File: src/hw/rtl/iwdt_pkg.sv
package iwdt_pkg;

    localparam int DEFAULT_WINDOW_ENTRIES = 32;

    // producer indexes inside the ring are carried at the widest window size
    localparam int ENTRY_IDX_W = 8;
    localparam int REG_W       = 7;
    localparam int KIND_W      = 2;

    localparam logic OP_ADD    = 1'b0;
    localparam logic OP_REMOVE = 1'b1;

    localparam logic [KIND_W-1:0] KIND_LOAD  = 2'd1;
    localparam logic [KIND_W-1:0] KIND_STORE = 2'd2;

    typedef enum logic [1:0] {
        ST_IDLE,
        ST_SEARCH,
        ST_DONE
    } state_t;

    // search token handed from cell to cell, older entries next
    typedef struct packed {
        logic                   src1_used;
        logic [REG_W-1:0]       src1_reg;
        logic                   src2_used;
        logic [REG_W-1:0]       src2_reg;
        logic                   is_load;
        logic                   src1_found;
        logic [ENTRY_IDX_W-1:0] src1_producer;
        logic                   src2_found;
        logic [ENTRY_IDX_W-1:0] src2_producer;
        logic                   mem_found;
        logic [ENTRY_IDX_W-1:0] mem_producer;
    } token_t;

    // entry update broadcast to all cells, taken by the selected one
    typedef struct packed {
        logic             add;
        logic             remove;
        logic             has_dest;
        logic [REG_W-1:0] dest_reg;
        logic             is_store;
    } entry_wr_t;

endpackage

File: src/hw/rtl/iwdt_cell.sv
module iwdt_cell #(
    parameter int CELL_INDEX = 0
) (
    input  logic               aclk,
    input  logic               aresetn,
    input  logic               sel,
    input  iwdt_pkg::entry_wr_t wr,
    input  logic               inject,
    input  iwdt_pkg::token_t   start_tok,
    input  iwdt_pkg::token_t   tok_in,
    output iwdt_pkg::token_t   tok_out
);
    import iwdt_pkg::*;

    logic             valid_reg;
    logic             has_dest_reg;
    logic [REG_W-1:0] dest_reg_reg;
    logic             is_store_reg;
    token_t           tok_reg;
    token_t           tok_cur;
    token_t           tok_next;

    always_ff @(posedge aclk) begin
        if (!aresetn) begin
            valid_reg <= 1'b0;
        end else if (sel && wr.add) begin
            valid_reg <= 1'b1;
        end else if (sel && wr.remove) begin
            valid_reg <= 1'b0;
        end
    end

    always_ff @(posedge aclk) begin
        if (sel && wr.add) begin
            has_dest_reg <= wr.has_dest;
            dest_reg_reg <= wr.dest_reg;
            is_store_reg <= wr.is_store;
        end
    end

    always_comb begin
        tok_cur  = inject ? start_tok : tok_in;
        tok_next = tok_cur;
        // first hit on the way back is the nearest older producer
        if (tok_cur.src1_used && !tok_cur.src1_found && valid_reg && has_dest_reg
                && dest_reg_reg == tok_cur.src1_reg) begin
            tok_next.src1_found    = 1'b1;
            tok_next.src1_producer = ENTRY_IDX_W'(CELL_INDEX);
        end
        if (tok_cur.src2_used && !tok_cur.src2_found && valid_reg && has_dest_reg
                && dest_reg_reg == tok_cur.src2_reg) begin
            tok_next.src2_found    = 1'b1;
            tok_next.src2_producer = ENTRY_IDX_W'(CELL_INDEX);
        end
        if (tok_cur.is_load && !tok_cur.mem_found && valid_reg && is_store_reg) begin
            tok_next.mem_found    = 1'b1;
            tok_next.mem_producer = ENTRY_IDX_W'(CELL_INDEX);
        end
    end

    always_ff @(posedge aclk) begin
        tok_reg <= tok_next;
    end

    assign tok_out = tok_reg;

endmodule

File: src/hw/rtl/issue_window_dependency_tracker_core.sv
// Dependency lookup over a window of WINDOW_ENTRIES reorder-buffer entries, one cell
// per entry. A remove transaction (tuser high) clears the entry's valid mark and
// returns nothing. An add transaction starts a search token in the cell just older
// than the entry; the token steps one cell per cycle backward around the ring and
// records the nearest valid writer of each used source and, for a load, the nearest
// valid store. Once the token has passed the other WINDOW_ENTRIES-1 cells, the done
// state writes the entry and loads the result register, waiting there while the
// previous result has not been taken; the next transaction is taken after that.
// Input is accepted only while no search is running; the result register lets the
// next transaction in while a result waits on the master side.
module issue_window_dependency_tracker_core #(
    parameter int WINDOW_ENTRIES = iwdt_pkg::DEFAULT_WINDOW_ENTRIES
) (
    input  logic        aclk,
    input  logic        aresetn,
    input  logic        s_tvalid,
    output logic        s_tready,
    // entry[4:0] src1_used[5] src1_reg[12:6] src2_used[13] src2_reg[20:14]
    // dest_used[21] dest_reg[28:22] kind[30:29], bit 31 zero
    input  logic [31:0] s_tdata,
    // op[0]: 0 add, 1 remove
    input  logic        s_tuser,
    output logic        m_tvalid,
    input  logic        m_tready,
    // src1_found[0] src1_producer[5:1] src2_found[6] src2_producer[11:7]
    // mem_found[12] mem_producer[17:13], bits 23:18 zero
    output logic [23:0] m_tdata
);
    import iwdt_pkg::*;

    localparam int EW = (WINDOW_ENTRIES > 1) ? $clog2(WINDOW_ENTRIES) : 1;
    localparam int CW = EW;

    state_t          state_reg, state_next;
    logic [CW-1:0]   cnt_reg, cnt_next;
    logic [EW-1:0]   self_reg, prev_reg, next_reg;
    token_t          start_tok_reg;
    logic            has_dest_reg;
    logic [REG_W-1:0] dest_reg_reg;
    logic            is_store_reg;

    logic [EW-1:0]   mod_tab [32];
    logic [EW-1:0]   in_self;
    logic            in_accept;
    logic            out_free;
    logic            inject_go;
    logic            done_load;
    logic            remove_go;
    logic [EW-1:0]   wr_idx;
    entry_wr_t       wr;
    token_t          tok_out [WINDOW_ENTRIES];
    token_t          fin_tok;
    token_t          fin_hold_reg;

    logic            m_tvalid_reg;
    logic [23:0]     m_tdata_reg;

    // entry field reduced into the window
    genvar gi;
    generate
        for (gi = 0; gi < 32; gi++) begin : g_mod
            assign mod_tab[gi] = EW'(gi % WINDOW_ENTRIES);
        end
    endgenerate

    assign in_self   = mod_tab[s_tdata[4:0]];
    assign in_accept = s_tvalid && s_tready;
    assign out_free  = !m_tvalid_reg || m_tready;

    always_comb begin
        state_next = state_reg;
        cnt_next   = cnt_reg;
        case (state_reg)
            ST_IDLE: begin
                if (in_accept && s_tuser == OP_ADD) begin
                    state_next = ST_SEARCH;
                    cnt_next   = '0;
                end
            end
            ST_SEARCH: begin
                cnt_next = cnt_reg + 1'b1;
                if (cnt_reg == CW'(WINDOW_ENTRIES - 2)) begin
                    state_next = ST_DONE;
                end
            end
            ST_DONE: begin
                cnt_next = '0;
                if (out_free) begin
                    state_next = ST_IDLE;
                end
            end
            default: begin
                state_next = ST_IDLE;
            end
        endcase
    end

    always_comb begin
        s_tready  = 1'b0;
        inject_go = 1'b0;
        done_load = 1'b0;
        remove_go = 1'b0;
        case (state_reg)
            ST_IDLE: begin
                s_tready  = 1'b1;
                remove_go = in_accept && s_tuser == OP_REMOVE;
            end
            ST_SEARCH: begin
                inject_go = (cnt_reg == '0);
            end
            ST_DONE: begin
                done_load = out_free;
            end
            default: begin
                s_tready = 1'b0;
            end
        endcase
    end

    always_ff @(posedge aclk) begin
        if (!aresetn) begin
            state_reg <= ST_IDLE;
            cnt_reg   <= '0;
        end else begin
            state_reg <= state_next;
            cnt_reg   <= cnt_next;
        end
    end

    always_ff @(posedge aclk) begin
        if (in_accept && s_tuser == OP_ADD) begin
            self_reg <= in_self;
            prev_reg <= (in_self == '0) ? EW'(WINDOW_ENTRIES - 1) : in_self - 1'b1;
            next_reg <= (in_self == EW'(WINDOW_ENTRIES - 1)) ? '0 : in_self + 1'b1;
            start_tok_reg.src1_used     <= s_tdata[5];
            start_tok_reg.src1_reg      <= s_tdata[12:6];
            start_tok_reg.src2_used     <= s_tdata[13];
            start_tok_reg.src2_reg      <= s_tdata[20:14];
            start_tok_reg.is_load       <= (s_tdata[30:29] == KIND_LOAD);
            start_tok_reg.src1_found    <= 1'b0;
            start_tok_reg.src1_producer <= '0;
            start_tok_reg.src2_found    <= 1'b0;
            start_tok_reg.src2_producer <= '0;
            start_tok_reg.mem_found     <= 1'b0;
            start_tok_reg.mem_producer  <= '0;
            has_dest_reg <= s_tdata[21];
            dest_reg_reg <= s_tdata[28:22];
            is_store_reg <= (s_tdata[30:29] == KIND_STORE);
        end
    end

    assign wr_idx      = remove_go ? in_self : self_reg;
    assign wr.add      = done_load;
    assign wr.remove   = remove_go;
    assign wr.has_dest = has_dest_reg;
    assign wr.dest_reg = dest_reg_reg;
    assign wr.is_store = is_store_reg;

    generate
        for (gi = 0; gi < WINDOW_ENTRIES; gi++) begin : g_cell
            iwdt_cell #(
                .CELL_INDEX(gi)
            ) u_cell (
                .aclk      (aclk),
                .aresetn   (aresetn),
                .sel       (wr_idx == EW'(gi)),
                .wr        (wr),
                .inject    (inject_go && prev_reg == EW'(gi)),
                .start_tok (start_tok_reg),
                .tok_in    (tok_out[(gi + 1) % WINDOW_ENTRIES]),
                .tok_out   (tok_out[gi])
            );
        end
    endgenerate

    // after the last hop the token sits in the cell just newer than the entry
    // it moves on after the first done cycle, so a copy is kept while the result waits
    assign fin_tok = (cnt_reg == CW'(WINDOW_ENTRIES - 1)) ? tok_out[next_reg] : fin_hold_reg;

    always_ff @(posedge aclk) begin
        if (state_reg == ST_DONE) begin
            fin_hold_reg <= fin_tok;
        end
    end

    always_ff @(posedge aclk) begin
        if (!aresetn) begin
            m_tvalid_reg <= 1'b0;
        end else if (done_load) begin
            m_tvalid_reg <= 1'b1;
        end else if (m_tready) begin
            m_tvalid_reg <= 1'b0;
        end
    end

    always_ff @(posedge aclk) begin
        if (done_load) begin
            m_tdata_reg <= {6'd0,
                            fin_tok.mem_producer[4:0], fin_tok.mem_found,
                            fin_tok.src2_producer[4:0], fin_tok.src2_found,
                            fin_tok.src1_producer[4:0], fin_tok.src1_found};
        end
    end

    assign m_tvalid = m_tvalid_reg;
    assign m_tdata  = m_tdata_reg;

endmodule
File: config.mk
export PLATFORM = sky130hd
export DESIGN_NAME = issue_window_dependency_tracker_core
export DESIGN_NICKNAME = d
export VERILOG_FILES = /design/src/hw/rtl/iwdt_pkg.sv /design/src/hw/rtl/iwdt_cell.sv /design/src/hw/rtl/issue_window_dependency_tracker_core.sv
export SDC_FILE = /design/constraint.sdc
export NUM_CORES = 2
export LEC_CHECK = 0
export BUFFER_PORTS_ARGS = -buffer_cell sky130_fd_sc_hd__buf_2
export CORE_ASPECT_RATIO = 0.9
export CORE_MARGIN = 5
export CORE_UTILIZATION = 60
export CTS_BUF_LIST = sky130_fd_sc_hd__clkbuf_4 sky130_fd_sc_hd__clkbuf_8
export DETAILED_ROUTE_END_ITERATION = 8
export PLACE_DENSITY_LB_ADDON = 0.08
export SETUP_SLACK_MARGIN = 0.4
export SLEW_MARGIN = 10
export SYNTH_ARGS = -nofsm -noshare
export SYNTH_HDL_FRONTEND = slang
export SYNTH_HIERARCHICAL = 1
export SYNTH_SLANG_ARGS = --single-unit
File: constraint.sdc
create_clock -name aclk -period 5.27 [get_ports aclk]
set_input_delay 0.2635 -clock aclk [delete_from_list [all_inputs] [get_ports aclk]]
set_output_delay 0.2635 -clock aclk [all_outputs]
set_load 0.005 [all_outputs]
### After elaboration in Yosys (flattened, before gate mapping)

Memory sizes are Yosys's and may differ from the RTL's.
Cells that the tools add are included.
Widths: inputs -> output; s select.

| word-level totals | value |
|---|---|
| bits in registers | 1,822 |
| memories kept | 1 |
| output and inout bits | 26 |
| input port bits | 37 |
| ROM bits | 160 |
| word-level logic and storage cells | 1,544 |

Memory list:

| name | depth | width | rd ports | clocked after memory_dff | wr ports | RTL line | source |
|---|---|---|---|---|---|---|---|
| (no name shown) | 32 | 5 | 1 | 0 | 0 | issue_window_dependency_tracker_core.sv:66 | `assign in_self = mod_tab[s_tdata[4:0]];` |

| operators by class | value |
|---|---|
| bitwise logic cells | 3 |
| equal/unequal tests | 136 |
| mux-type cells | 115 |
| magnitude comparators | 2 |
| reductions and logical operators | 687 |
| add/sub/neg operators | 3 |

Operators with widths:

| operator | count |
|---|---|
| $mux 44 | 32 |
| $logic_and 1x1->1 | 451 |
| $eq 7x7->1 | 64 |
| $bmux 44 s5 | 1 |
| $reduce_or 2->1 | 96 |
| $eq 5x5->1 const B | 35 |
| $logic_not 1->1 | 97 |
| $mux 27 | 3 |
| $eq 5x4->1 const B | 16 |
| $mux 1 | 70 |
| $reduce_bool 2->1 | 33 |
| $eq 5x3->1 const B | 8 |
| $eq 5x2->1 const B | 4 |
| $logic_not 5->1 | 4 |
| $mux 5 | 4 |
| $pmux 5 s3 | 1 |
| $ge 6x6->1 const B | 2 |
| $not 5->6 | 2 |
| $add 5x1->5 const B | 2 |
| $eq 5x1->1 const B | 2 |
| $mux 2 | 3 |
| $ne 2x2->1 const B | 3 |
| $pmux 2 s3 | 1 |
| $sub 5x1->5 const B | 1 |
| 8 further kinds | 11 |

### Depth between registers and ports, before layout

| depth | value |
|---|---|
| word-level depth | 10 |
| mapped depth | 14 |
| gate-level depth less buffers | 11 |

### By module

The synthesis kept the hierarchy.

Modules (own cells, without submodules):

| module | sequential area each (µm²) | cells each | times used | area each (µm²) |
|---|---|---|---|---|
| iwdt_cell (g_cell[11].u_cell ...) | 1,171.1 | 160 | 15 | 2,068.2 |
| iwdt_cell (g_cell[10].u_cell ...) | 1,171.1 | 160 | 10 | 2,069.5 |
| iwdt_cell (g_cell[15].u_cell ...) | 1,171.1 | 160 | 6 | 2,048.2 |
| issue_window_dependency_tracker_core | 2,472.4 | 912 | 1 | 8,743.4 |
| iwdt_cell (g_cell[0].u_cell) | 1,171.1 | 156 | 1 | 2,053.2 |

### Least setup slack after synthesis

OpenSTA, ideal clock, no wires.

| path | value |
|---|---|
| path kind | flip-flop to flip-flop |
| from | register state_reg[0] |
| to | register g_cell[0].u_cell.dest_reg_reg[0], enable pin |
| cell stages (with the launch flop) | 5 |
| data required time | 4.927 ns |
| period minus slack after synthesis | 3.363 ns |
| arrival time | 3.021 ns |
| buffers on the path | 0 |
| slack | 1.907 ns |
| library setup time | 0.343 ns |
| path through | dfxtp_1 > inv_1 > ha_1 > nor2b_1 > and2_1 |

| between the ends | value |
|---|---|
| elaborated cells between the ends (all ways) | 10 |
| those cells by class | eq/ne: 1; mux: 4; reduce/logical: 5 |

RTL lines:

| item | RTL line | source |
|---|---|---|
| start: declaration | issue_window_dependency_tracker_core.sv:34 | `state_t state_reg, state_next;` |
| start signal: assignment | issue_window_dependency_tracker_core.sv:125 | `state_reg <= state_next;` |
| $eq 2x2->1 | issue_window_dependency_tracker_core.sv:103 | `case (state_reg)` |
| $mux 1 | issue_window_dependency_tracker_core.sv:103 |  |
| via done_load | issue_window_dependency_tracker_core.sv:47 | `logic done_load;` |
| $logic_and 1x1->1 | iwdt_cell.sv:34 | `if (sel && wr.add) begin` |
| end signal: assignment | iwdt_cell.sv:36 | `dest_reg_reg <= wr.dest_reg;` |
| end: declaration | iwdt_cell.sv:17 | `logic [REG_W-1:0] dest_reg_reg;` |

The timed path passes the listed nets, and every way through them passes these cells.
A chain may end at the register's enable or synchronous reset.

==> out/summary.txt <==
status = completed
# IOs = 63
clk_lat worst skew = 0.94 ns
Die W = 356 µm
port bufs = 55
Final Cell Area = 0.0741 mm²
largest net degree at the start of global routing = 109
first-pass GRT wire length = 268,000 µm
dpl cells = 7,096
area of the multi-input gates = 0.0309 mm²
WS Path Type = reg2reg
setup violators final = 0
LEAKAGE = 29.1 nW
site row count = 114
H-tree depth = 4
Tcrit/Tclk final = 0.878
share of cells above drive strength 1 = 0.218
Setup TNS = 0 ns
cell area power density = 365 mW/mm²
hpwl dp = 127,000 µm
Clock transition at path regs = 0.06 ns
ANT nets after route = 0
post-place setup slack = 0.799 ns
Worst Tran Pin Value = 1.33 ns
Routed wire per std cell = 23.8 µm
Yosys Warn Count = 6
Num Clock Sinks = 1,525
Critical Path Start = state_reg[1]$_SDFFE_PN0P_
RSZ-0062 raised after global routing = no
Avg Cell Area, Syn = 12.6 µm²
Pre-Repair DR Iteration Count = 6
# Max-Cap Violations = 0
initial DRC count = 3,591
fillers = 7,900
DRT Wirelength = 181,000 µm
Final Non-Filler Cells = 7,592
number of global-route vias before repair = 42,700
arrival time worst endpoint = 5.46 ns
Vias = 42,600
Worst Path Required = 6.10 ns
commonest non-fill, non-tap cell in the layout = dfxtp_1
DRC = 0
Worst Setup Start Kind = flip-flop
Nets = 5,983
min-delay src = aresetn
die height = 322 µm
total gr overflow = 0
Root Buffer = clkbuf_8
Hold Vio Cnt, Final = 0
Via density = 5.62
Rel. slew slack = 0.111
clk buf depth = 3
area delta synth->final = 14.3%
maximum VDD drop = 0.291 mV
Peak Freq = 216 MHz
Mapped Area = 0.0648 mm²
antenna violations before repair = 9
Worst Hold Class = in2reg
Worst Path Max Fanout = 20
minimum clock period = 4.63 ns
worst hold slack = 0.123 ns
commonest cells after routing, fill and taps aside = dfxtp_1, mux2i_1, conb_1, mux2_2, xor2_1
Setup Buffers After CTS = 0
final worst slack = 0.642 ns
max reg flops = 1,120
die area = 0.115 mm²
GR Util All Layers = 0.311
initial core utilization = 0.604
global placer's final weighted congestion = 0.941
r2r startpoint = state_reg[1]$_SDFFE_PN0P_
CTS Buf Count = 230
CP endpoint kind = flip-flop
Worst Clk Skew = 0.0532 ns
placed instance area = 0.0683 mm²
register area = 0.0342 mm²
CTS tree = done
core area = 0.107 mm²
cells after synthesis = 5,159
max-slew violations = 0
-- worst paths after layout --
| check | end | slack [ns] | depth (start not counted) |
|---|---|---|---|
| max reg2reg | g_cell[29].u_cell/tok_out[12]$_SDFF_PP1_ | 0.64 | 11 |
| min | g_cell[18].u_cell/valid_reg$_SDFFE_PN0P_ | 0.12 | 2 |
| max | g_cell[29].u_cell/tok_out[12]$_SDFF_PP1_ | 0.64 | 11 |
| min reg2reg | g_cell[19].u_cell/tok_out[33]$_DFF_P_ | 0.45 | 1 |
-- where the power goes --
part | leakage [nW] | internal [W] | switching [W]
clock | 2.78 | 0.00606 | 0.00466
combinational | 13.6 | 0.00117 | 0.00171
sequential | 12.8 | 0.0129 | 0.000483
total | 29.1 | 0.0202 | 0.00685
-- what timing repair did --
action                                  in CTS  in global routing
endpoints found under the hold margin       49                  0
resized for setup                            0                  0
hold buffers                                56                  0
endpoints found under the setup margin       0                  0
-- routing by layer --
metal | part of all wire | global-route usage | vias up
met5 | 0 | 0 | -
met4 | 0.024 | 0.0880 | 0
met3 | 0.071 | 0.0550 | 265
met1 | 0.47 | 0.457 | 20900
met2 | 0.44 | 0.473 | 1484
li1 | - | - | 20000
-- metrics by stage --
step	total power [W]	util
floorplan	0.0154	-
global placement	0.0164	0.636
detailed placement	0.0164	0.636
CTS	0.0271	0.690
global route	0.0281	0.690
finish	0.0270	0.691
-- worst max-delay path, stage by stage (launching register included) --
cell and delay [ns]:
dfxtp_1 0.33, inv_1 0.10, ha_1 0.32, nor2b_1 0.22
and3_1 0.48, nand4_1 0.71, nor2_4 0.80, buf_4 0.36
mux2_2 0.24, nand4_1 0.17, or4_4 0.60, o21ai_1 0.18
-- layout make-up --
class,count,area share
Clock inverter,53,0.00738
Timing Repair Buffer,232,0.0248
Clock buffer,382,0.0633
Tap cell,1450,0.0245
Antenna cell,5,0.000169
Sequential cell,1525,0.461
Inverter,14,0.000709
Multi-Input combinational cell,3931,0.418
Note: power is estimated with default switching activity, not from simulation.
